==> src/hfs_pkg.sv <==
// Shared types, constants and codes for the hierarchical float sum block.
`timescale 1ns / 1ps
package hfs_pkg;

  localparam int LANES_DEF  = 4;
  localparam int LEVELS_DEF = 12;
  localparam int BLOCK_DEF  = 8;

  // Number of lanes carried by the item fields
  localparam int FIELD_LANES = 4;

  localparam int CW = 4;
  localparam logic [CW-1:0] COUNT_MAX = 4'd15;

  // Wide enough for any level index in the parameter range
  localparam int AW_MAX = 4;

  localparam logic [1:0] ACT_CLEAR = 2'd0;
  localparam logic [1:0] ACT_ADD   = 2'd1;
  localparam logic [1:0] ACT_READ  = 2'd2;

  localparam logic [63:0] DEFAULT_NAN = 64'hFFF8_0000_0000_0000;

  typedef enum logic [3:0] {
    ST_IDLE,
    ST_ADD_RD,
    ST_ADD_GO,
    ST_WAIT,
    ST_CHECK,
    ST_CR1,
    ST_CR2,
    ST_CR_GO,
    ST_RD_INIT,
    ST_RD_NEXT,
    ST_RD_B,
    ST_RD_GO,
    ST_RD_OUT
  } seq_state_t;

  // Per-cycle commands from the sequencer to every lane
  typedef struct packed {
    logic              clr;
    logic              lat_a;
    logic              lat_a_acc;
    logic              lat_b;
    logic              lat_bv;
    logic              lat_acc;
    logic              start;
    logic              wr_mem;
    logic              inv;
    logic [AW_MAX-1:0] rd_addr;
    logic [AW_MAX-1:0] wr_addr;
    logic [AW_MAX-1:0] inv_addr;
  } lane_ctrl_t;

endpackage

==> src/hfs_ram.sv <==
// Generic single-write, single-read RAM with registered read data.
`timescale 1ns / 1ps
module hfs_ram #(
  parameter int WIDTH = 64,
  parameter int DEPTH = 12
) (
  input  logic                     clk,
  input  logic                     we,
  input  logic [$clog2(DEPTH)-1:0] waddr,
  input  logic [WIDTH-1:0]         wdata,
  input  logic [$clog2(DEPTH)-1:0] raddr,
  output logic [WIDTH-1:0]         rdata
);

  logic [WIDTH-1:0] mem [DEPTH];

  always_ff @(posedge clk) begin
    if (we) begin
      mem[waddr] <= wdata;
    end
    rdata <= mem[raddr];
  end

endmodule

==> src/hfs_fadd.sv <==
// Five-stage IEEE double adder, round to nearest even.
`timescale 1ns / 1ps
module hfs_fadd
  import hfs_pkg::*;
(
  input  logic        clk,
  input  logic        rst,
  input  logic        start,
  input  logic [63:0] a,
  input  logic [63:0] b,
  output logic        done,
  output logic [63:0] res
);

  function automatic logic [5:0] lead_zeros(input logic [55:0] s);
    logic [5:0] n;
    n = 6'd56;
    for (int i = 0; i < 56; i++) begin
      if (s[i]) begin
        n = 6'(55 - i);
      end
    end
    return n;
  endfunction

  logic [4:0] vld;

  // Stage 1: unpack, specials, order by magnitude, align
  logic        sa, sb, a_nan, b_nan, a_inf, b_inf, a_big;
  logic [10:0] ea, eb, el, es, d;
  logic [52:0] ma, mb, ml, msm;
  logic [5:0]  dc;
  logic [119:0] sh;
  logic        spec_c;
  logic [63:0] spec_val_c;

  assign sa = a[63];
  assign sb = b[63];
  assign a_nan = (a[62:52] == 11'h7FF) && (a[51:0] != 52'd0);
  assign b_nan = (b[62:52] == 11'h7FF) && (b[51:0] != 52'd0);
  assign a_inf = (a[62:52] == 11'h7FF) && (a[51:0] == 52'd0);
  assign b_inf = (b[62:52] == 11'h7FF) && (b[51:0] == 52'd0);
  assign ea = (a[62:52] == 11'd0) ? 11'd1 : a[62:52];
  assign eb = (b[62:52] == 11'd0) ? 11'd1 : b[62:52];
  assign ma = {a[62:52] != 11'd0, a[51:0]};
  assign mb = {b[62:52] != 11'd0, b[51:0]};
  assign a_big = {ea, ma} >= {eb, mb};
  assign el  = a_big ? ea : eb;
  assign es  = a_big ? eb : ea;
  assign ml  = a_big ? ma : mb;
  assign msm = a_big ? mb : ma;
  assign d   = el - es;
  assign dc  = (d > 11'd63) ? 6'd63 : d[5:0];
  assign sh  = {msm, 3'b000, 64'd0} >> dc;

  always_comb begin
    spec_c = 1'b1;
    spec_val_c = 64'd0;
    if (a_nan) begin
      spec_val_c = a | 64'h0008_0000_0000_0000;
    end else if (b_nan) begin
      spec_val_c = b | 64'h0008_0000_0000_0000;
    end else if (a_inf && b_inf && (sa != sb)) begin
      spec_val_c = DEFAULT_NAN;
    end else if (a_inf) begin
      spec_val_c = a;
    end else if (b_inf) begin
      spec_val_c = b;
    end else begin
      spec_c = 1'b0;
    end
  end

  logic        s1_sign, s1_sub, s1_zs, s1_spec;
  logic [63:0] s1_sval;
  logic [11:0] s1_e;
  logic [55:0] s1_ml, s1_ms;

  always_ff @(posedge clk) begin
    if (start) begin
      s1_sign <= a_big ? sa : sb;
      s1_sub  <= sa ^ sb;
      s1_zs   <= sa & sb;
      s1_spec <= spec_c;
      s1_sval <= spec_val_c;
      s1_e    <= {1'b0, el};
      s1_ml   <= {ml, 3'b000};
      s1_ms   <= sh[119:64] | {55'd0, |sh[63:0]};
    end
  end

  // Stage 2: add or subtract magnitudes
  logic        s2_sign, s2_zs, s2_spec;
  logic [63:0] s2_sval;
  logic [11:0] s2_e;
  logic [56:0] s2_sum;

  always_ff @(posedge clk) begin
    s2_sign <= s1_sign;
    s2_zs   <= s1_zs;
    s2_spec <= s1_spec;
    s2_sval <= s1_sval;
    s2_e    <= s1_e;
    s2_sum  <= s1_sub ? ({1'b0, s1_ml} - {1'b0, s1_ms}) : ({1'b0, s1_ml} + {1'b0, s1_ms});
  end

  // Stage 3: count leading zeros
  logic        s3_sign, s3_zs, s3_spec;
  logic [63:0] s3_sval;
  logic [11:0] s3_e;
  logic [56:0] s3_sum;
  logic [5:0]  s3_lz;

  always_ff @(posedge clk) begin
    s3_sign <= s2_sign;
    s3_zs   <= s2_zs;
    s3_spec <= s2_spec;
    s3_sval <= s2_sval;
    s3_e    <= s2_e;
    s3_sum  <= s2_sum;
    s3_lz   <= lead_zeros(s2_sum[55:0]);
  end

  // Stage 4: normalize, stopping at the subnormal range
  logic [11:0] emax_sh, nsh;

  assign emax_sh = s3_e - 12'd1;
  assign nsh = ({6'd0, s3_lz} < emax_sh) ? {6'd0, s3_lz} : emax_sh;

  logic        s4_sign, s4_zs, s4_spec, s4_zero;
  logic [63:0] s4_sval;
  logic [11:0] s4_e;
  logic [55:0] s4_m;

  always_ff @(posedge clk) begin
    s4_sign <= s3_sign;
    s4_zs   <= s3_zs;
    s4_spec <= s3_spec;
    s4_sval <= s3_sval;
    s4_zero <= (s3_sum == 57'd0);
    if (s3_sum[56]) begin
      s4_m <= s3_sum[56:1] | {55'd0, s3_sum[0]};
      s4_e <= s3_e + 12'd1;
    end else begin
      s4_m <= s3_sum[55:0] << nsh[5:0];
      s4_e <= s3_e - nsh;
    end
  end

  // Stage 5: round and pack
  logic        inc;
  logic [53:0] rnd;
  logic [52:0] mant;
  logic [11:0] e2;

  assign inc  = s4_m[2] & (s4_m[1] | s4_m[0] | s4_m[3]);
  assign rnd  = {1'b0, s4_m[55:3]} + {53'd0, inc};
  assign mant = rnd[53] ? rnd[53:1] : rnd[52:0];
  assign e2   = rnd[53] ? (s4_e + 12'd1) : s4_e;

  always_ff @(posedge clk) begin
    if (s4_spec) begin
      res <= s4_sval;
    end else if (s4_zero) begin
      res <= {s4_zs, 63'd0};
    end else if (e2 >= 12'd2047) begin
      res <= {s4_sign, 11'h7FF, 52'd0};
    end else begin
      res <= {s4_sign, mant[52] ? e2[10:0] : 11'd0, mant[51:0]};
    end
  end

  // Advance the stage valid bits
  always_ff @(posedge clk) begin
    if (rst) begin
      vld <= '0;
    end else begin
      vld <= {vld[3:0], start};
    end
  end

  assign done = vld[4];

endmodule

==> src/hfs_lane.sv <==
// One lane: level sums in a RAM, operand registers, adder and read total.
`timescale 1ns / 1ps
module hfs_lane
  import hfs_pkg::*;
#(
  parameter int LEVELS = LEVELS_DEF
) (
  input  logic        clk,
  input  logic        rst,
  input  lane_ctrl_t  ctrl,
  input  logic [63:0] value,
  output logic        done,
  output logic [63:0] acc
);

  localparam int LW = $clog2(LEVELS);

  logic [LEVELS-1:0] valid;
  logic              rd_v;
  logic [63:0]       rdata, rd_word, opa, opb, res;
  logic              wr_mem_q;
  logic [LW-1:0]     wr_addr_q;
  logic              we;

  assign we = done & wr_mem_q;

  hfs_ram #(.WIDTH(64), .DEPTH(LEVELS)) u_ram (
    .clk   (clk),
    .we    (we),
    .waddr (wr_addr_q),
    .wdata (res),
    .raddr (ctrl.rd_addr[LW-1:0]),
    .rdata (rdata)
  );

  // An entry never written since clear, or invalidated by a carry, reads as +0.0
  assign rd_word = rd_v ? rdata : 64'd0;

  always_ff @(posedge clk) begin
    if (rst) begin
      valid <= '0;
      rd_v  <= 1'b0;
    end else begin
      rd_v <= valid[ctrl.rd_addr[LW-1:0]];
      if (ctrl.clr) begin
        valid <= '0;
      end else begin
        if (ctrl.inv) begin
          valid[ctrl.inv_addr[LW-1:0]] <= 1'b0;
        end
        if (we) begin
          valid[wr_addr_q] <= 1'b1;
        end
      end
    end
  end

  // Load operands and the read total, and hold the write target for the running add
  always_ff @(posedge clk) begin
    if (ctrl.lat_a) begin
      opa <= rd_word;
    end else if (ctrl.lat_a_acc) begin
      opa <= acc;
    end
    if (ctrl.lat_b) begin
      opb <= rd_word;
    end else if (ctrl.lat_bv) begin
      opb <= value;
    end
    if (ctrl.start) begin
      wr_mem_q  <= ctrl.wr_mem;
      wr_addr_q <= ctrl.wr_addr[LW-1:0];
    end
    if (ctrl.lat_acc) begin
      acc <= rd_word;
    end else if (done && !wr_mem_q) begin
      acc <= res;
    end
  end

  hfs_fadd u_fadd (
    .clk   (clk),
    .rst   (rst),
    .start (ctrl.start),
    .a     (opa),
    .b     (opb),
    .done  (done),
    .res   (res)
  );

endmodule

==> config.mk <==
export PLATFORM = sky130hd
export DESIGN_NAME = hfs_lane
export DESIGN_NICKNAME = d
export VERILOG_FILES = /design/src/hfs_pkg.sv /design/src/hfs_ram.sv /design/src/hfs_fadd.sv /design/src/hfs_lane.sv
export SDC_FILE = /design/constraint.sdc
export NUM_CORES = 2
export LEC_CHECK = 0
export ABC_AREA = 1
export BUFFER_PORTS_ARGS = -buffer_cell sky130_fd_sc_hd__buf_2
export CAP_MARGIN = 30
export CORE_MARGIN = 2
export CORE_UTILIZATION = 60
export CTS_CLUSTER_DIAMETER = 50
export DETAILED_ROUTE_END_ITERATION = 10
export PLACE_DENSITY_LB_ADDON = 0.12
export SLEW_MARGIN = 30
export SYNTH_ARGS = -nofsm -noshare
export SYNTH_HDL_FRONTEND = slang
export SYNTH_SLANG_ARGS = --single-unit
export TNS_END_PERCENT = 5
==> constraint.sdc <==
create_clock -name clk -period 15.7 [get_ports clk]
set_input_delay 2.355 -clock clk [delete_from_list [all_inputs] [get_ports clk]]
set_output_delay 2.355 -clock clk [all_outputs]
set_load 0.05 [all_outputs]
==> Word level (Yosys, flattened, before mapping) <==
Memory sizes are Yosys's and may differ from the RTL's. A register that Yosys moved wholly into a read port is not among the register bits.
Cells that the tools add are included.
{ "classes": {"reduce_logical": 31, "mux": 98, "n_shift": 2, "order_cmp": 9, "n_bitwise": 11, "n_div": 0, "n_eq_ne": 3, "multipliers": 0, "add_sub_neg": 8} }
{ "ops": {"columns": ["op", "n"], "rows": [
  ["two-way mux 64 bit", 14],
  ["two-way mux 5 bit", 32],
  ["two-way mux 53 bit", 3],
  [">> shifter 120 x 6 -> 120 bit", 1],
  ["OR 56 x 1 -> 56 bit", 2],
  ["zero test 52 bit", 2],
  ["nonzero test 52 bit", 2],
  ["two-way mux 12 bit", 7],
  [">= comparator 64 bit", 1],
  ["two-way mux 4 bit", 16],
  ["OR reduction 64 bit", 1],
  ["two-way mux 63 bit", 1],
  ["adder 56 x 56 -> 57 bit", 1],
  ["zero test 57 bit", 1],
  ["two-way mux 57 bit", 1],
  ["subtractor 56 x 56 -> 57 bit", 1],
  ["two-way mux 56 bit", 1],
  ["<< shifter 56 x 6 -> 56 bit", 1],
  ["two-way mux 11 bit", 5],
  ["adder 53 x 1 -> 54 bit", 1],
  ["OR reduction 32 bit", 1],
  ["== test 11 bit, second input constant", 2],
  ["zero test 11 bit", 2],
  ["nonzero test 11 bit", 2],
  ["31 further kinds", 61]
]} }
{ "word_totals": {"inputBits": 87, "reg_bits": 879, "mem_count": 1, "output_inout_bits": 65, "word_cells": 206, "mem_bits_rw": 768, "latchBits": 0, "romBits": 0} }
{ "memory_table": {"columns": ["memory", "depth", "width", "read_ports", "rd_clocked_by_memory_dff", "write_ports", "line", "rtl"], "rows": [
  ["u_ram.mem", 12, 64, 1, 1, 1, "hfs_ram.sv:15", "logic [WIDTH-1:0] mem [DEPTH];"]
]} }

==> Longest topological paths before layout <==
{ "logic_depth": {"depth_word": 55, "ltp_mapped": 55} }

==> Cells and area by module <==
A second synthesis with hierarchy kept.
{ "hier_totals": {"hier_cells": 8777, "hier_area_um2": 79525.0} }
{ "by_module_without_submodules": {"columns": ["module", "instances", "area_each_um2", "cells_per_inst"], "rows": [
  ["hfs_fadd", 1, 37221.9, 5031],
  ["hfs_ram", 1, 33372.0, 2932],
  ["hfs_lane", 1, 8931.1, 814]
]} }

==> Worst setup path after synthesis <==
No wires, ideal clock.
{ "synth_timing": {"kind": "input to register", "start": "input port ctrl[15] in the netlist's numbering", "end": "register acc[0] (enable)", "setup_time_ns": 1.045, "stages": 5, "slack_ns": 9.482, "path_buffers": 3, "arrival_time_ns": 5.173, "cell_sequence": "inv_1 > clkbuf_1 > clkbuf_1 > clkbuf_1 > o21ai_0"} }
{ "synth_via": {"elab_chain_cells": 1} }
{ "synth_rtl": {"columns": ["item", "line", "rtl"], "rows": [
  ["start, declared", "hfs_lane.sv:10", "input lane_ctrl_t ctrl,"],
  ["nonzero test 2 bit (no line)", null, null],
  ["end signal, assigned", "hfs_lane.sv:75", "acc <= rd_word;"],
  ["end signal, assigned", "hfs_lane.sv:77", "acc <= res;"],
  ["end, declared", "hfs_lane.sv:13", "output logic [63:0] acc"]
]} }
Every way passes these cells.
A chain may end at the register's enable or synchronous reset.

==> Worst setup path after layout <==
{ "layout_timing": {"start": "register opb[55]", "end": "register u_fadd.s1_ms[0], data pin"} }
{ "layout_via": {"elab_chain_cells": 10} }
{ "layout_rtl": {"columns": ["item", "line", "rtl"], "rows": [
  ["start, declared", "hfs_lane.sv:20", "logic [63:0] rdata, rd_word, opa, opb, res;"],
  ["start signal, assigned", "hfs_lane.sv:66", "opb <= rd_word;"],
  ["start signal, assigned", "hfs_lane.sv:68", "opb <= value;"],
  ["zero test 11 bit", "hfs_fadd.sv:44", "assign eb = (b[62:52] == 11'd0) ? 11'd1 : b[62:52];"],
  ["two-way mux 11 bit", "hfs_fadd.sv:44", null],
  [">= comparator 64 bit", "hfs_fadd.sv:47", "assign a_big = {ea, ma} >= {eb, mb};"],
  ["two-way mux 11 bit (on tied branches)", "hfs_fadd.sv:48, hfs_fadd.sv:49", null],
  ["subtractor 11 bit", "hfs_fadd.sv:52", "assign d = el - es;"],
  ["greater-than comparator 11 x 6 -> 1 bit", "hfs_fadd.sv:53", "assign dc = (d > 11'd63) ? 6'd63 : d[5:0];"],
  ["two-way mux 6 bit", "hfs_fadd.sv:53", null],
  [">> shifter 120 x 6 -> 120 bit *", "hfs_fadd.sv:54", "assign sh = {msm, 3'b000, 64'd0} >> dc;"],
  ["OR reduction 64 bit", "hfs_fadd.sv:88", "s1_ms <= sh[119:64] | {55'd0, |sh[63:0]};"],
  ["OR 56 x 1 -> 56 bit *", "hfs_fadd.sv:88", null],
  ["end signal, assigned", "hfs_fadd.sv:88", null],
  ["end, declared", "hfs_fadd.sv:77", "logic [55:0] s1_ml, s1_ms;"]
]} }
Every way passes the cells marked *; elsewhere a longest branch is shown, timed or not.

==> impl_summary.md <==
Floorplanning
The starting density of the core is 60.3%. The width of the chip is about 360 um. The number of ports placed on the die boundary is around 150. The floorplan die area is around 130000 um2. In this run the vertical extent of the chip is 361 um. The floorplan core area is 127000 um2.

The standard-cell row count is between 100 and 150.

Finish
Registers take 45800 um2. The filler cell count in the final layout is 9995. After the last flow step, the layout net total stands at 8270.

In the final layout, the multi-input gates occupy 26800 um2. Compared with the post-synthesis result, the final layout area differs by 11.0%. With fillers left out, the area of the finished cells amounts to 85100 um2.

The register with the most flip-flops in the layout has 768 of them. The share of post-route cells with drive strength above 1 is 8.14%. The register with the most flip-flops is u_ram.mem.

Run status
The flow ran to the end, and the final reports show no timing, DRC or antenna violations.

Timing
Setup repair after global routing left no endpoint under its margin. Of the available clock period, the critical path in the final layout requires 51.0%. For the pin with the worst max-slew slack, the measured transition is 1.11 ns. The final hold violation count is 0. The summed negative setup slack over all endpoints is 0 ns. On the final layout, the worst clock skew is 0.0546 ns. Setup violations remaining at the end of the flow were counted as 0. The clock period could shrink to 8.00 ns.

Measured against its own limit, the worst slew margin works out to 25.4%. The number of slew-limit violations in the final report is 0. The worst hold slack is between 0.2 and 0.3 ns. The highest achievable clock rate is 125 MHz.

Synth
The most used flip-flop cell after synthesis is sky130_fd_sc_hd__edfxtp_1. Of all flip-flops after synthesis, the portion carrying an async set or reset was 0%. The mean instance size in the synthesized netlist is 9.57 um2. The top cell type by area accounts for 45.2% of the synthesized area. The synthesized design spends more area on one cell type than any other, namely sky130_fd_sc_hd__edfxtp_1. The post-synthesis net count is 8292. Counting every instance in the synthesized netlist gives 8010. The synthesized netlist contains 65 unique library cells. The number of synthesized register bits is 1711. By area the synthesized netlist is led by sky130_fd_sc_hd__edfxtp_1 (45%), sky130_fd_sc_hd__dfxtp_1 (15%), sky130_fd_sc_hd__nand2_1 (7.5%). For this run, the number of Yosys warnings is 0. For this run, the register share of the synthesized area comes to 59.7%. After synthesis the cells add up to 76600 um2. Yosys mapped a number of flops with a built-in enable equal to 1153.

Route
After detailed routing, the number of remaining DRC violations is 0. The detailed-route via count is 60441. In the final routed layout, each cell accounts on average for 25.2 um. The number of iterations in the first detailed-routing pass is 8.

The post-detailed-route count of antenna-violating nets is 0. Using the TritonRoute via totals, the vias-per-cell ratio works out to about 6.2. The final wirelength is 248000 um. For this block, the initial DRC count from the detailed router was 7969.

Clocking
The clock passes through at most 3 buffers. The clock input transition at the sequential cells of the worst setup and hold paths is 0.06 ns. Clock tree synthesis found a total of 1711 sinks. The clock tree synthesis step divided the H-tree into 4 levels. The CTS root buffer is sky130_fd_sc_hd__clkbuf_16. The clock tree from TritonCTS is built. Buffers inserted during clock tree synthesis total 181. The number of setup buffers added after CTS is 0. The number of hold buffers added after CTS was 0.

The clock latency at the later pin of the worst-skew pair is 0.84 ns. After clock tree synthesis, the repair step resized 0 gates.

Power and ir drop
The total power density per cell area is around 170 nW/um2. IR analysis of the VDD net gives a maximum drop of 0.144 mV. In this run the static leakage power is 0.0332 uW.

Global route
Global routing used between 30% and 40% of the available tracks. The via count of the first global-routing pass is 55958. The global-route congestion overflow total is 0.

The first global-routing pass estimated 361000 um of wire. The largest net degree at the start of global routing is 170. The number of antenna violations at the first check in global routing is 22.

Place
At the end of routability-driven placement, the weighted congestion stood at between 1 and 1.5. Detailed placement ended at an HPWL of 170000 um. During placement, the flow inserted port buffers numbering ~150. The placed instances occupy a cell area of 78700 um2.

Setup path
The master of the slowest instance on the critical path is sky130_fd_sc_hd__buf_4. The category of the worst setup path capture point is a flip-flop. The cell repeated most along the worst path is sky130_fd_sc_hd__nand2_1. Along the worst path, the maximum fanout reaches 64. The critical path in this run is classified as reg2reg. Data on the critical path is required at its endpoint by about 16 ns. The worst endpoint data arrival time is approximately 8.6 ns. The worst setup path is launched from a flip-flop. In this design, the stage delay of the slowest critical-path cell is ~0.56 ns.

Worst hold path
The tightest min-delay check is of the reg2reg type.

Run
The max-capacitance violation count is 0.
==> through the flow <==
stage / power (uW) / setup WS, ns / instances / utilization (%)
floorplan: 8100 / 9.48 / 8010 / -
global placement: 9530 / 8.00 / 9458 / 61.7
detailed placement: 9550 / 8.00 / 9466 / 61.9
CTS: 14000 / 7.92 / 9807 / 66.9
global route: 14600 / 7.20 / 9809 / 66.9
finish: 14100 / 7.70 / 9816 / 66.9
==> per-layer routing <==
metal	up-vias	GRT usage (%)	share of wire, %
met4	14	20.0	5.8
met5	-	0	0.036
met2	3446	56.3	44
li1	27670	-	-
met3	619	6.62	10
met1	28692	51.9	40
==> critical path: cells and delay by family, from the launching register on <==
family                   cells  cell delay (ns)
buffers and inverters        7             1.76
flip-flops                   1             0.38
AND/OR/NAND/NOR             29             3.55
adder cells (fa/ha/maj)      2             0.73
AO/OA/AOI/OAI                7             1.19
==> worst paths after layout <==
path / startpoint / to / slack, ns / depth (start not counted)
setup / recovery: opb[55] / u_fadd.s1_ms[0] / 7.70 / 45
hold / removal: u_fadd.s2_sval[44] / u_fadd.s3_sval[44] / 0.29 / 0
setup reg to reg: opb[55] / u_fadd.s1_ms[0] / 7.70 / 45
hold reg to reg: u_fadd.s2_sval[44] / u_fadd.s3_sval[44] / 0.29 / 0
==> cells in the final DEF, fill, tap and decap left out, types with 29 or more instances in the layout <==
master and n:
sky130_fd_sc_hd__ha_1 193, sky130_fd_sc_hd__o21ai_1 42, sky130_fd_sc_hd__nand4_1 59, sky130_fd_sc_hd__o22ai_1 134
sky130_fd_sc_hd__buf_4 83, sky130_fd_sc_hd__inv_1 643, sky130_fd_sc_hd__nor4_1 49, sky130_fd_sc_hd__clkbuf_1 33
sky130_fd_sc_hd__a31oi_1 54, sky130_fd_sc_hd__nand3_1 416, sky130_fd_sc_hd__xor2_1 94, sky130_fd_sc_hd__a21oi_1 249
sky130_fd_sc_hd__edfxtp_1 1153, sky130_fd_sc_hd__nor3_1 39, sky130_fd_sc_hd__clkbuf_16 187, sky130_fd_sc_hd__nor2_1 805
sky130_fd_sc_hd__a211oi_1 33, sky130_fd_sc_hd__buf_2 146, sky130_fd_sc_hd__o32ai_1 47, sky130_fd_sc_hd__dfxtp_1 556
sky130_fd_sc_hd__nand2_1 1524, sky130_fd_sc_hd__o221ai_1 58, sky130_fd_sc_hd__o21ai_0 1127, sky130_fd_sc_hd__o31ai_1 29
==> final cells by class <==
class	count	share of cell area (%)
Antenna cell	8	0.0235
Clock buffer	234	5.87
Clock inverter	107	1.54
Inverter	662	2.94
Multi-Input combinational cell	5191	31.5
Sequential cell	1711	53.8
Tap cell	1662	2.44
Timing Repair Buffer	241	1.89
==> synth_stat cells (all sizes together) (52+ instances only) <==
cell type  number
buf            82
xor2           94
a31oi          54
o221ai         58
a21oi         260
nand2        1530
o21ai        1180
edfxtp       1153
nor2          835
o22ai         134
inv           658
clkbuf        364
nand4          63
nor4           52
ha            193
nand3         426
dfxtp         558
==> cell families (layout without fill, tap and decap cells) <==
kind of cell / after synthesis / in the layout / share of synthesized area [%]
compound gates: 1883 / 1883 / 13.7
xor+xnor: 112 / 112 / 1.28
fa+ha+maj: 195 / 195 / 3.20
buf+inv: 1108 / 1244 / 5.54
flops: 1711 / 1711 / 59.7
mux: 16 / 16 / 0.209
other cells: 0 / 8 / 0
simple gates: 2985 / 2985 / 16.3
==> power by group <==
group / switching [uW] / total [uW] / internal [uW]
sequential: 679 / 6160 / 5480
combinational: 2500 / 3460 / 967
clock: 1870 / 4420 / 2560
total: 5040 / 14100 / 9010
Power figures use the tool's default switching activity.
