<file path="src/hfs_pkg.sv">
// Shared types, constants and codes for the hierarchical float sum block.
`timescale 1ns / 1ps
package hfs_pkg;

  localparam int LANES_DEF  = 4;
  localparam int LEVELS_DEF = 12;
  localparam int BLOCK_DEF  = 8;

  // Number of lanes carried by the item fields
  localparam int FIELD_LANES = 4;

  localparam int CW = 4;
  localparam logic [CW-1:0] COUNT_MAX = 4'd15;

  // Wide enough for any level index in the parameter range
  localparam int AW_MAX = 4;

  localparam logic [1:0] ACT_CLEAR = 2'd0;
  localparam logic [1:0] ACT_ADD   = 2'd1;
  localparam logic [1:0] ACT_READ  = 2'd2;

  localparam logic [63:0] DEFAULT_NAN = 64'hFFF8_0000_0000_0000;

  typedef enum logic [3:0] {
    ST_IDLE,
    ST_ADD_RD,
    ST_ADD_GO,
    ST_WAIT,
    ST_CHECK,
    ST_CR1,
    ST_CR2,
    ST_CR_GO,
    ST_RD_INIT,
    ST_RD_NEXT,
    ST_RD_B,
    ST_RD_GO,
    ST_RD_OUT
  } seq_state_t;

  // Per-cycle commands from the sequencer to every lane
  typedef struct packed {
    logic              clr;
    logic              lat_a;
    logic              lat_a_acc;
    logic              lat_b;
    logic              lat_bv;
    logic              lat_acc;
    logic              start;
    logic              wr_mem;
    logic              inv;
    logic [AW_MAX-1:0] rd_addr;
    logic [AW_MAX-1:0] wr_addr;
    logic [AW_MAX-1:0] inv_addr;
  } lane_ctrl_t;

endpackage

</file>
<file path="src/hfs_seq.sv">
// Sequencer: level counts, carry cascade and read accumulation order.
`timescale 1ns / 1ps
module hfs_seq
  import hfs_pkg::*;
#(
  parameter int LEVELS = LEVELS_DEF,
  parameter int BLOCK  = BLOCK_DEF
) (
  input  logic       clk,
  input  logic       rst,
  input  logic       in_valid,
  input  logic [1:0] action,
  input  logic       done,
  input  logic       out_free,
  output logic       in_stall,
  output lane_ctrl_t ctrl,
  output logic       out_load
);

  localparam int LW = $clog2(LEVELS);
  localparam int IW = $clog2(LEVELS + 1);
  localparam logic [IW-1:0] LAST = IW'(LEVELS);

  seq_state_t state, state_next;
  logic [IW-1:0] idx, idx_next;
  logic          ret_read, ret_read_next;
  logic [CW-1:0] cnt [LEVELS];
  logic [IW-1:0] im1;
  logic          acc_in;

  assign im1      = idx - IW'(1);
  assign in_stall = (state != ST_IDLE);
  assign acc_in   = in_valid && (state == ST_IDLE);

  always_ff @(posedge clk) begin
    if (rst) begin
      state    <= ST_IDLE;
      idx      <= '0;
      ret_read <= 1'b0;
    end else begin
      state    <= state_next;
      idx      <= idx_next;
      ret_read <= ret_read_next;
    end
  end

  // Next state and lane commands
  always_comb begin
    state_next    = state;
    idx_next      = idx;
    ret_read_next = ret_read;
    ctrl          = '0;
    out_load      = 1'b0;
    case (state)
      ST_IDLE: begin
        if (in_valid) begin
          case (action)
            ACT_CLEAR: ctrl.clr = 1'b1;
            ACT_ADD:   state_next = ST_ADD_RD;
            ACT_READ:  state_next = ST_RD_INIT;
            default:   state_next = ST_IDLE;
          endcase
        end
      end
      ST_ADD_RD: begin
        ctrl.lat_a  = 1'b1;
        ctrl.lat_bv = 1'b1;
        state_next  = ST_ADD_GO;
      end
      ST_ADD_GO: begin
        ctrl.start    = 1'b1;
        ctrl.wr_mem   = 1'b1;
        idx_next      = IW'(1);
        ret_read_next = 1'b0;
        state_next    = ST_WAIT;
      end
      ST_WAIT: begin
        if (done) begin
          state_next = ret_read ? ST_RD_NEXT : ST_CHECK;
        end
      end
      ST_CHECK: begin
        if ((idx < LAST) && (cnt[im1[LW-1:0]] >= CW'(BLOCK))) begin
          ctrl.rd_addr = AW_MAX'(im1);
          state_next   = ST_CR1;
        end else begin
          state_next = ST_IDLE;
        end
      end
      ST_CR1: begin
        ctrl.lat_b   = 1'b1;
        ctrl.rd_addr = AW_MAX'(idx);
        state_next   = ST_CR2;
      end
      ST_CR2: begin
        ctrl.lat_a = 1'b1;
        state_next = ST_CR_GO;
      end
      ST_CR_GO: begin
        ctrl.start    = 1'b1;
        ctrl.wr_mem   = 1'b1;
        ctrl.wr_addr  = AW_MAX'(idx);
        ctrl.inv      = 1'b1;
        ctrl.inv_addr = AW_MAX'(im1);
        idx_next      = idx + IW'(1);
        state_next    = ST_WAIT;
      end
      ST_RD_INIT: begin
        ctrl.lat_acc = 1'b1;
        idx_next     = IW'(1);
        state_next   = ST_RD_NEXT;
      end
      ST_RD_NEXT: begin
        if (idx == LAST) begin
          state_next = ST_RD_OUT;
        end else if (cnt[idx[LW-1:0]] != '0) begin
          ctrl.rd_addr = AW_MAX'(idx);
          state_next   = ST_RD_B;
        end else begin
          idx_next = idx + IW'(1);
        end
      end
      ST_RD_B: begin
        ctrl.lat_b     = 1'b1;
        ctrl.lat_a_acc = 1'b1;
        state_next     = ST_RD_GO;
      end
      ST_RD_GO: begin
        ctrl.start    = 1'b1;
        idx_next      = idx + IW'(1);
        ret_read_next = 1'b1;
        state_next    = ST_WAIT;
      end
      ST_RD_OUT: begin
        if (out_free) begin
          out_load   = 1'b1;
          state_next = ST_IDLE;
        end
      end
      default: state_next = ST_IDLE;
    endcase
  end

  // Update level counts: clear, count an add, move a carry up
  always_ff @(posedge clk) begin
    if (rst) begin
      for (int i = 0; i < LEVELS; i++) begin
        cnt[i] <= '0;
      end
    end else if (acc_in && (action == ACT_CLEAR)) begin
      for (int i = 0; i < LEVELS; i++) begin
        cnt[i] <= '0;
      end
    end else if (state == ST_ADD_GO) begin
      if (cnt[0] != COUNT_MAX) begin
        cnt[0] <= cnt[0] + CW'(1);
      end
    end else if (state == ST_CR_GO) begin
      cnt[im1[LW-1:0]] <= '0;
      if (cnt[idx[LW-1:0]] != COUNT_MAX) begin
        cnt[idx[LW-1:0]] <= cnt[idx[LW-1:0]] + CW'(1);
      end
    end
  end

endmodule

</file>
<file path="config.mk">
export PLATFORM = sky130hd
export DESIGN_NAME = hfs_seq
export DESIGN_NICKNAME = d
export VERILOG_FILES = /design/src/hfs_pkg.sv /design/src/hfs_seq.sv
export SDC_FILE = /design/constraint.sdc
export NUM_CORES = 1
export LEC_CHECK = 0
export ABC_AREA = 1
export BUFFER_PORTS_ARGS = -buffer_cell sky130_fd_sc_hd__buf_2
export CORE_UTILIZATION = 25
export DETAILED_ROUTE_END_ITERATION = 8
export PLACE_DENSITY = 0.36
export SETUP_SLACK_MARGIN = 0.15
export SLEW_MARGIN = 5
export SYNTH_ARGS = -nofsm -noshare
export SYNTH_HDL_FRONTEND = slang
export SYNTH_SLANG_ARGS = --single-unit
</file>
<file path="constraint.sdc">
create_clock -name clk -period 2.8 [get_ports clk]
set_clock_uncertainty 0.15 [all_clocks]
set_input_delay 0.42 -clock clk [delete_from_list [all_inputs] [get_ports clk]]
set_output_delay 0.42 -clock clk [all_outputs]
set_load 0.05 [all_outputs]
</file>
**Word-level counts from Yosys, hierarchy flattened**

Memories as Yosys holds them, arrays and structs flattened. A register that Yosys moved wholly into a read port is not among the register bits.
Index checks and enable logic that the tools add are counted.

- Eq/ne operators: 24
- Div/mod/pow operators: 0
- Add/sub/neg operators: 4
- Multiplexer cells: 72
- Shift operators: 0
- Bitwise logic cells: 13
- Order comparisons: 2
- Reduce and logical (&&, ||, !) cells: 19
- Multipliers: 0

Operators by type and width:

| kind | number |
|---|---|
| 4-bit 2-to-1 mux | 30 |
| 4-bit one-hot mux with 11 select lines | 1 |
| 4-bit one-hot mux with 3 select lines | 3 |
| 1-bit 2-to-1 mux | 35 |
| 4-bit == test (second input constant) | 6 |
| 4-bit by 3-bit == test with 1-bit output (second input constant) | 4 |
| 1-bit OR | 13 |
| 4-bit by 1-bit adder with 4-bit output (second input constant) | 3 |
| 2-bit inequality test (second input constant) | 6 |
| 2-bit OR reduction | 5 |
| 4-bit by 2-bit == test with 1-bit output (second input constant) | 2 |
| 8-bit 2-to-1 mux | 1 |
| 4-bit inequality test (second input constant) | 2 |
| 4-bit nonzero test | 2 |
| 4-bit OR reduction | 2 |
| 5-bit AND reduction | 1 |
| 4-bit by 1-bit == test with 1-bit output (second input constant) | 1 |
| 4-bit greater-or-equal comparator (second input constant) | 1 |
| 4-bit logical NOT | 1 |
| 4-bit less-than comparator (second input constant) | 1 |
| 4-bit by 1-bit subtractor with 4-bit output (second input constant) | 1 |
| 1-bit logical AND | 3 |
| 3-bit 2-to-1 mux | 1 |
| 3-bit inequality test (second input constant) | 1 |
| 8 further kinds | 8 |

- Memories: 1
- Word-level logic and storage cells: 138
- ROM bits: 0
- Bits of input ports: 7
- Register bits: 9
- Bits in latches: 0
- Memory bits (writable): 48
- Output and inout bits: 23

Memories:

| memory | words | bits a word | read ports | clocked after memory_dff | wr ports | RTL line | text |
|---|---|---|---|---|---|---|---|
| cnt | 12 | 4 | 3 | 1 | 12 | hfs_seq.sv:27 | `logic [CW-1:0] cnt [LEVELS];` |

**Logic depth before layout (Yosys ltp)**

Gate-level depths: netlist of the first run.

- Depth after elaboration: 9
- Mapped depth: 16
- Gate-level depth less buffers: 15

**Worst setup path after synthesis of the first run**

No wires, ideal clock.

- Path type: flip-flop to output port
- From: register with a tool-made name
- To: output port ctrl[10] (netlist bit)
- Data required time: 2230 ps
- Stages on the path, launching flop included: 12
- Data arrival time: 2595 ps
- Setup slack: -365 ps
- Buffers on the path: 2
- Path through: dfxtp_1 -> buf_4 -> buf_6 -> nor2_1 -> o211ai_1 -> nand3_1 -> nand2_2 -> inv_1 -> ha_1 -> nand3_1 -> a21oi_1 -> o21ai_0

RTL lines:

| element | RTL line | text |
|---|---|---|
| end: declaration | hfs_seq.sv:16 | `output lane_ctrl_t ctrl,` |

==> results by group, run 1 <==
Timing
  – Rel. slew slack: 46.84%
  – Period minus WS final: 2.867 ns
  – WHS: 0.2215 ns
  – Unrepaired setup endpoints after global routing: true
  – Fin crit share: 102.4%
  – Final Slew Violations: 0
  – Fmax: 348.8 MHz
  – Final hold viol count: 0
  – Slack of the critical path: -0.06687 ns
  – Final setup viols: 3
  – Slew @ Worst Pin: 0.7945 ns

Clock tree
  – Reg clk slew, reported paths: roughly 0.070 ns
  – Htree depth: 3
  – Clock sink total: 77
  – Clock latency at the later pin of the worst-skew pair: 0.36 ns
  – Clock Tree Buf Depth: 2
  – CTS tree: built
  – CTS Buf Count: 9
  – Hold Buf Count CTS: 0
  – CTS root buf: clkbuf_16

Synth
  – Area share of the largest cell type after synthesis: 41.82%
  – Post-Syn Nets: 608
  – Yosys warnings: 0
  – Top cells by count, synth: nor2_1, nand2_1, inv_1
  – Most frequent cell after synthesis: nor2_1
  – Synth Register Bits: 77
  – Post-synthesis cell type count: 34
  – EDFF count, synth: 64
  – Post-synth ARST share: 0%
  – Synthesized area per cell: ~7.8 sq um
  – Top FF cell, synth: edfxtp_1
  – Synthesized area: 0.004596 sq mm
  – Area leader, netlist: edfxtp_1
  – Seq/Total Area, Yosys: 47.48%
  – Top post-synthesis cells by area: edfxtp_1, nor2_1, nand2_1, dfxtp_1, nand3_1
  – Mapped Cells: ~590

Status
  – Failing checks: negative setup slack
  – Status: finished with violations

Cells and area
  – Final nets: ~700
  – Area of the multi-input gates: roughly 0.0024 sq mm
  – Area growth syn-to-layout: 37.33%
  – Layout cell share with drive strength beyond 1: 27.86%
  – Finished Layout Cells: 911
  – Diodes inserted: 0
  – FF+latch area: between 0.002 and 0.0025 sq mm
  – Filler cells: 1847

GRT
  – Tot GR Track Use: between 10% and 20%
  – First-pass GRT wire length: 26070 um
  – Vias in the first global route: 4402
  – Pin count of the biggest net entering global routing: 23
  – Total gr overflow: 0
  – Initial antenna violation count: 0

Setup path
  – Arr. time, crit path: 2.30 ns
  – R2r worst-path depth: 15
  – Critical path launch point type: register
  – Critical path required time: 2.23 ns
  – Crit Path Max Fanout: 7
  – Critical Path End Type: output port
  – Reg-to-reg slack, setup: 0.12 ns
  – CP Class: register to output port

Pwr
  – Max VDD drop: about 550 uV
  – Power, Total: 0.006542 W
  – Pwr Density: a little over 1000 mW/mm^2
  – Leakage: about 2.8 nW

Placed design
  – HPWL after DPL: between 10000 and 15000 um
  – Placed cell count: 877
  – Post-place setup slack: -0.04165 ns
  – Buffers on Ports: 29
  – GP Congestion: 0.8687

Die
  – IO Count: 30
  – Die area: 0.01893 sq mm
  – Num rows: 49
  – Core Region: 0.01796 sq mm
  – Die Ht: 137.6 um
  – Starting Density: 25.58%
  – Die Wd: 137.6 um

Detailed routing
  – Starting DRT DRC Count: 414
  – DR vias: 4418
  – Residual DRC: 0
  – Vias/cell: 4.850
  – Avg WL per Cell: 18.37 um
  – Drt total wl: between 15000 and 20000 um
  – Post-DRT Antenna Nets: 0
  – First-pass DRT Iterations: 4

Min path
  – Worst hold-check path type: input port to register
  – Hold Path Depth: 2

Job
  – MaxCap Viol Count: 0
[stage by stage]
stage	utilization, %	setup TNS, ns	cell area (sq um)
after floorplan	-	-0.003557	4603
final	35.13	-0.1396	6311
after global routing	35.13	-0.5227	6311
after global placement	29.54	-0.3540	5306
after detailed placement	29.54	-0.1138	5306
after CTS	33.04	-0.1188	5936
[repair_timing]
item                                    in CTS  in global routing
gates cloned                                 2                  0
buffers inserted                             5                 11
resized for setup                           62                 69
pin swaps                                   17                 14
endpoints found under the setup margin      86                132
[path summary, 6_finish.rpt]
kind	startpoint	end
worst max-delay path	register	ctrl[10]
worst min-delay path	rst	ret_read
worst max register to register	register	cnt[6][0]
worst min register to register	ret_read	ret_read
[area by class of cell]
type | instances | area share, %
multi-input combinational | 424 | 38.40
inverter | 72 | 4.520
timing repair buffer | 93 | 12.73
clock buffer | 10 | 3.628
clock inverter | 6 | 1.507
tap | 229 | 4.540
sequential | 77 | 34.67
[worst max-delay path: stages (launching register included)]
cell,delay (ns)
dfxtp_4,0.45
buf_12,0.14
o21ai_2,0.05
o211ai_1,0.30
nand3_1,0.16
nand2_2,0.10
inv_2,0.05
ha_4,0.17
nand3_4,0.08
a21oi_4,0.08
o21ai_2,0.18
buf_6,0.18
[cell usage in the layout (no fill, tap or decap), types with 8 or more instances in the layout]
master / instances
buf_6: 12
o21ai_1: 8
nand3_1: 43
clkbuf_16: 9
nor2_1: 131
nand2_1: 87
nand2_2: 9
o211ai_1: 10
edfxtp_1: 64
a21oi_1: 27
nand2_4: 21
dfxtp_1: 10
buf_4: 47
inv_1: 61
o21ai_0: 25
buf_2: 25
[per-layer routing]
layer	wire length, um	global-route usage [%]	vias up	share of wire [%]
met5	0	0	-	0
met4	585	8.913	0	3.5
met3	774	3.127	39	4.6
met2	7605	29.12	129	45
met1	7767	26.31	2125	46
li1	-	-	2125	-
[state kept, by name, summed over array words and instances (netlist names), named ones only]
signal    flops
idx           4
ret_read      1
state         4
cnt          64
[cell families after synthesis]
kind of cell	count (synthesis)	share of synthesized area [%]
DFF	77	47.48
buffers and inverters	91	8.576
adders and majority gates	9	2.450
AOI/OAI and AO/OA	82	9.910
xor gates and xnor gates	6	1.143
and+or+nand+nor	327	30.44
[where the power goes]
group | leakage [nW] | internal [W] | total (W) | switching (W)
Combinational | 1.87 | 0.00136 | 0.00375 | 0.00239
Sequential | 0.737 | 0.00136 | 0.00147 | 0.000111
Clock | 0.151 | 0.000791 | 0.00131 | 0.000523
Total | 2.76 | 0.00352 | 0.00654 | 0.00303
Note: power is estimated with default switching activity, not from simulation.
==> run 2: changes to the inputs <==
--- a/config.mk
+++ b/config.mk
@@ -6,8 +6,9 @@
 export NUM_CORES = 1
 export LEC_CHECK = 0
 export ABC_AREA = 1
-export BUFFER_PORTS_ARGS = -buffer_cell sky130_fd_sc_hd__buf_2
+export BUFFER_PORTS_ARGS = -buffer_cell sky130_fd_sc_hd__buf_4
 export CORE_UTILIZATION = 25
+export CTS_BUF_LIST = sky130_fd_sc_hd__clkbuf_2
 export DETAILED_ROUTE_END_ITERATION = 8
 export PLACE_DENSITY = 0.36
 export SETUP_SLACK_MARGIN = 0.15
==> results by group, run 2 (same netlist as run 1, synthesis figures left out) <==
Die
  – Starting Density: 25.58% (unchanged)
  – Die area: 0.01893 sq mm (unchanged)
  – Num rows: 49 (unchanged)
  – Core Region: 0.01796 sq mm (unchanged)
  – IO Count: 30 (unchanged)
  – Die Wd: 137.6 um (unchanged)
  – Die Ht: 137.6 um (unchanged)

Clock tree
  – CTS tree: built (unchanged)
  – CTS Buf Count: 9 (unchanged)
  – Clock Tree Buf Depth: 2 (unchanged)
  – Reg clk slew, reported paths: 0.24 ns (was 0.07 ns)
  – Htree depth: 3 (unchanged)
  – Clock latency at the later pin of the worst-skew pair: 0.61 ns (was 0.36 ns)
  – CTS root buf: clkbuf_2 (was clkbuf_16)
  – Clock sink total: 77 (unchanged)

Placed design
  – Buffers on Ports: 29 (unchanged)
  – HPWL after DPL: 12260 um (was 12410 um)
  – Placed cell count: 882 (was 877)
  – GP Congestion: 0.8347 (was 0.8687)

Detailed routing
  – Starting DRT DRC Count: 381 (was 414)
  – First-pass DRT Iterations: 5 (was 4)
  – Post-DRT Antenna Nets: 0 (unchanged)
  – Vias/cell: 4.757 (was 4.850)
  – Avg WL per Cell: 17.93 um (was 18.37 um)
  – Residual DRC: 0 (unchanged)
  – DR vias: 4372 (was 4418)
  – Drt total wl: 16480 um (was 16730 um)

Min path
  – Worst hold-check path type: input port to register (unchanged)

Timing
  – Final Slew Violations: 0 (unchanged)
  – Rel. slew slack: 52.21% (was 46.84%)
  – Final hold viol count: 0 (unchanged)
  – Final setup viols: 4 (was 3)
  – WHS: 0.07404 ns (was 0.2215 ns)
  – Unrepaired setup endpoints after global routing: true (unchanged)
  – Period minus WS final: 3.162 ns (was 2.867 ns)
  – Setup TNS: -1.362 ns (was -0.1396 ns)
  – Fin crit share: 112.9% (was 102.4%)
  – Slew @ Worst Pin: 0.7142 ns (was 0.7945 ns)
  – Slack of the critical path: -0.3616 ns (was -0.06687 ns)
  – Fmax: 316.3 MHz (was 348.8 MHz)

Cells and area
  – Final nets: 701 (was 693)
  – Largest register FFs: 64 (unchanged)
  – Regs by FF count: cnt (64), idx (4), state (4) (unchanged)
  – Finished Layout Cells: 919 (was 911)
  – Most frequent cells in the layout: nor2_1, nand2_1, edfxtp_1 (unchanged)
  – Filler cells: 1906 (was 1847)
  – Reg with most FFs: cnt (unchanged)
  – Layout cell share with drive strength beyond 1: 32.51% (was 27.86%)
  – Area growth syn-to-layout: 38.39% (was 37.33%)
  – Most common cell after layout, fill and taps aside: nor2_1 (unchanged)

GRT
  – Vias in the first global route: 4118 (was 4402)
  – Total gr overflow: 0 (unchanged)
  – Tot GR Track Use: 18.41% (was 19.14%)
  – Pin count of the biggest net entering global routing: 22 (was 23)
  – Initial antenna violation count: 1 (was 0)
  – First-pass GRT wire length: 24690 um (was 26070 um)

Setup path
  – Critical path launch point type: register (unchanged)
  – Arr. time, crit path: 2.59 ns (was 2.30 ns)
  – Critical path required time: 2.23 ns (about the same)
  – Critical Path End Type: output port (unchanged)
  – Crit Path Max Fanout: 8 (was 7)
  – CP Class: register to output port (unchanged)

Job
  – MaxCap Viol Count: 0 (unchanged)

Pwr
  – Pwr Density: 937.8 mW/mm^2 (was 1037 mW/mm^2)
  – Leakage: 2.755 nW (was 2.761 nW)
  – Max VDD drop: 469.1 uV (was 552.9 uV)

Status
  – Failing checks: negative setup slack (unchanged)
  – Status: finished with violations (unchanged)
[run 2: worst paths after layout]
path,from,endpoint,slack [ns],cells past startpoint
worst max-delay path,register,ctrl[11],-0.36,14
worst max register to register,register,cnt[11][3],0.04,18
worst min register to register,ret_read,ret_read,0.36,2
worst min-delay path,action[1],state[3],0.07,5
[run 2: metrics by stage]
step	setup WS, ns	total power (W)	cell area (sq um)	util [%]
global route	-0.5140	0.006359	6360	35.40
CTS	-0.4212	0.005677	6066	33.77
detailed placement	-0.03781	0.004627	5404	30.08
floorplan	-0.003557	0.003426	4603	-
global placement	0.02256	0.004657	5404	30.08
finish	-0.3616	0.005964	6360	35.40
[run 2: cell type report]
| class | count | area (sq um) | share of cell area [%] |
|---|---|---|---|
| well taps | 229 | 286.5 | 4.505 |
| inverters | 72 | 282.8 | 4.446 |
| clock buffers | 9 | 45.04 | 0.7082 |
| diodes | 1 | 2.502 | 0.03935 |
| flip-flops and latches | 77 | 2197 | 34.55 |
| repair buffers | 101 | 988.4 | 15.54 |
| clock inverters | 6 | 62.56 | 0.9837 |
| multi-input cells | 424 | 2495 | 39.23 |
[run 2: timing repair]
| action | 4_1_cts | 5_1_grt |
|---|---|---|
| resized for setup | 113 | 63 |
| setup buffers | 11 | 6 |
| pin swaps | 31 | 37 |
| hold buffers | 1 | 0 |
| cloned | 2 | 1 |
| setup endpoints to repair | 106 | 149 |
| hold endpoints to repair | 9 | 0 |
[run 2: critical path: stages, from the launching register on]
cell	delay, ns
dfxtp_4	0.45
inv_6	0.06
buf_12	0.13
nor2_1	0.09
nor2_1	0.05
o21ai_0	0.07
o211ai_1	0.17
nand3_1	0.14
nand2_2	0.08
inv_2	0.08
ha_4	0.15
nand3_4	0.09
a21oi_4	0.20
o21ai_2	0.09
buf_6	0.15
[run 2: per-layer routing]
layer | routed length (um) | track usage, %
met4 | 294 | 5.983
met2 | 7554 | 28.87
met3 | 896 | 3.017
met1 | 7736 | 25.58
met5 | 0 | 0
[run 2: power by group]
part           total (W)  internal [W]  switching [W]
clock           0.000638      0.000202       0.000436
sequential       0.00147       0.00137       0.000102
combinational    0.00386       0.00142        0.00244
==> run 3: changes to the inputs <==
--- a/config.mk
+++ b/config.mk
@@ -10,7 +10,6 @@
 export CORE_UTILIZATION = 25
 export CTS_BUF_LIST = sky130_fd_sc_hd__clkbuf_2
 export DETAILED_ROUTE_END_ITERATION = 8
-export PLACE_DENSITY = 0.36
 export SETUP_SLACK_MARGIN = 0.15
 export SLEW_MARGIN = 5
 export SYNTH_ARGS = -nofsm -noshare
==> results by group, run 3 (same netlist as run 1, synthesis figures left out) <==
Pwr
  – Sw Share: 50.48% (was 49.86%)
  – Int Pwr: 0.002931 W (was 0.002990 W)
  – Pwr Density: 949.0 mW/mm^2 (was 937.8 mW/mm^2)
  – Comb pwr share: 64.3% (was 64.6%)
  – Leakage: 2.672 nW (was 2.755 nW)
  – Max VDD drop: 632.3 uV (was 469.1 uV)
  – Clock Power Share: 10.8% (was 10.7%)
  – Sw power: 0.002987 W (was 0.002974 W)
  – Reg power frac: 24.9% (was 24.7%)

Placed design
  – Placed cell count: 859 (was 882)
  – Post-DP Area: 0.005194 sq mm (was 0.005404 sq mm)
  – GP Congestion: 0.9039 (was 0.8347)
  – Post-place setup slack: 0.1225 ns (was -0.03781 ns)
  – HPWL after DPL: 10360 um (was 12260 um)
  – Buffers on Ports: 29 (unchanged)

Setup path
  – R2r worst-path depth: 14 (was 18)
  – Crit Path Max Fanout: 9 (was 8)
  – Cell mode on critical path: nor2_1 (unchanged)
  – CP Class: register to output port (unchanged)
  – Critical path required time: 2.23 ns (about the same)
  – Crit path cell chain: buf_12 -> nor2_1 -> nor2_1 -> o21ai_0 -> o211ai_1 -> nand3_1 -> nand2_2 -> inv_2 -> ha_4 -> nand3_4 -> a21oi_4 -> o21ai_2 -> buf_6 (was inv_6 -> buf_12 -> nor2_1 -> nor2_1 -> o21ai_0 -> o211ai_1 -> nand3_1 -> nand2_2 -> inv_2 -> ha_4 -> nand3_4 -> a21oi_4 -> o21ai_2 -> buf_6)
  – Arr. time, crit path: 2.47 ns (was 2.59 ns)
  – Largest stage delay on the critical path: 0.46 ns (was 0.45 ns)
  – Critical path launch point type: register (unchanged)
  – Critical Path End Type: output port (unchanged)
  – CP Depth: 13 (was 14)
  – Delay-heaviest family, CP: flip-flops (was compound AO/OA/AOI/OAI gates)
  – WP buf/inv: 3 (was 4)
  – Critical path's slowest cell: dfxtp_4 (unchanged)
  – Reg-to-reg slack, setup: 0.07 ns (was 0.04 ns)

Timing
  – Final setup viols: 4 (unchanged)
  – Final Slew Violations: 0 (unchanged)
  – Unrepaired setup endpoints after global routing: true (unchanged)
  – Final hold viol count: 0 (unchanged)
  – Fmax: 328.4 MHz (was 316.3 MHz)
  – Setup TNS: -0.9201 ns (was -1.362 ns)
  – Slack of the critical path: -0.2448 ns (was -0.3616 ns)
  – Slew @ Worst Pin: 0.6830 ns (was 0.7142 ns)
  – WHS: 0.06164 ns (was 0.07404 ns)
  – Rel. slew slack: 54.30% (was 52.21%)
  – Fin crit share: 108.7% (was 112.9%)
  – Period minus WS final: 3.045 ns (was 3.162 ns)

Cells and area
  – Most common cell after layout, fill and taps aside: nor2_1 (unchanged)
  – Largest register FFs: 64 (unchanged)
  – Area growth syn-to-layout: 35.69% (was 38.39%)
  – Regs by FF count: cnt (64), idx (4), state (4) (unchanged)
  – Final Cell Area: 0.006236 sq mm (was 0.006360 sq mm)
  – Layout cell share with drive strength beyond 1: 30.43% (was 32.51%)
  – Finished Layout Cells: 906 (was 919)
  – Reg with most FFs: cnt (unchanged)
  – Diodes inserted: 0 (was 1)
  – Final nets: 688 (was 701)
  – Most frequent cells in the layout: nor2_1, nand2_1, buf_4 (was nor2_1, nand2_1, edfxtp_1)

Die
  – Die Wd: 137.6 um (unchanged)
  – Die area: 0.01893 sq mm (unchanged)
  – IO Count: 30 (unchanged)
  – Core Region: 0.01796 sq mm (unchanged)
  – Num rows: 49 (unchanged)
  – Die Ht: 137.6 um (unchanged)
  – Starting Density: 25.58% (unchanged)

Detailed routing
  – Vias/cell: 4.818 (was 4.757)
  – Max layer used: met4 (unchanged)
  – Met2 wire len: 7015 um (was 7554 um)
  – DR vias: 4365 (was 4372)
  – Drt total wl: 14870 um (was 16480 um)
  – Post-DRT Antenna Nets: 0 (unchanged)
  – Residual DRC: 0 (unchanged)
  – Avg WL per Cell: 16.41 um (was 17.93 um)
  – First-pass DRT Iterations: 5 (unchanged)
  – Metal1 wirelength: 6515 um (was 7736 um)
  – Starting DRT DRC Count: 365 (was 381)
  – Met3 routed WL: 1037 um (was 896 um)

GRT
  – Initial antenna violation count: 0 (was 1)
  – Total gr overflow: 0 (unchanged)
  – Pin count of the biggest net entering global routing: 24 (was 22)
  – First-pass GRT wire length: 22740 um (was 24690 um)
  – Tot GR Track Use: 16.38% (was 18.41%)
  – Vias in the first global route: 4205 (was 4118)

Clock tree
  – CTS tree: built (unchanged)
  – CTS root buf: clkbuf_2 (unchanged)
  – Htree depth: 3 (unchanged)
  – CTS Buf Count: 9 (unchanged)
  – Clock sink total: 77 (unchanged)
  – Clock Tree Buf Depth: 2 (unchanged)
  – Reg clk slew, reported paths: 0.24 ns (about the same)
  – Clock latency at the later pin of the worst-skew pair: 0.60 ns (was 0.61 ns)

Min path
  – Worst hold-check path type: input port to register (unchanged)
  – Hold Path Depth: 5 (unchanged)

Status
  – Failing checks: negative setup slack (unchanged)
  – Status: finished with violations (unchanged)

Job
  – MaxCap Viol Count: 0 (unchanged)
==> run 3: cell count changes in the layout (fill, tap and decap cells not counted), sizes merged <==
cell | previous run | this run
diode | 1 | 0
inv | 72 | 71
clkinvlp | 0 | 1
buf | 99 | 86
clkbuf | 10 | 9
bufbuf | 0 | 1
clkinv | 5 | 6
==> run 3: path summary, 6_finish.rpt <==
path             start          to
max           register    ctrl[10]
min          action[1]    state[3]
max reg2reg   register  cnt[10][0]
min reg2reg   ret_read    ret_read
==> run 3: stage by stage <==
step / util, % / power [W]
final: 34.71 / 0.005918
after global routing: 34.71 / 0.006227
after CTS: 32.25 / 0.005612
after detailed placement: 28.91 / 0.004309
after global placement: 28.91 / 0.004303
after floorplan: - / 0.003426
==> run 3: final cells by class <==
type	count	area [sq um]
flip-flops and latches	77	2193
clock buffers	9	45.04
well taps	229	286.5
multi-input cells	424	2497
inverters	72	290.3
repair buffers	88	858.3
fillers	1824	11730
clock inverters	7	65.06
==> run 3: power by group through the flow <==
stage	registers [W]	clock network, W	logic (W)
after CTS	0.00147	0.000631	0.00352
final	0.00148	0.000639	0.00380
after floorplan	0.00144	0	0.00198
after global placement	0.00146	0	0.00284
after global routing	0.00149	0.000683	0.00405
after detailed placement	0.00146	0	0.00285
==> run 3: what timing repair did <==
item                                    4_1_cts  5_1_grt
hold buffers                                  1        0
resized for setup                            83       80
setup buffers                                12       14
endpoints found under the setup margin       20      100
hold endpoints to repair                      8        0
pin swaps                                    25       27
cloned                                        4        0
==> run 3: metal layers <==
layer,GRT usage [%],up-vias
li1,-,2106
met1,21.31,2049
met2,26.66,184
met3,3.164,26
met4,6.288,0
met5,0,-
==> run 3: worst min-delay path, delay by kind of cell <==
kind / cells / cell delay (ns)
buffers and inverters: 1 / 0.09
AOI/OAI and AO/OA: 1 / 0.08
and+or+nand+nor: 3 / 0.19
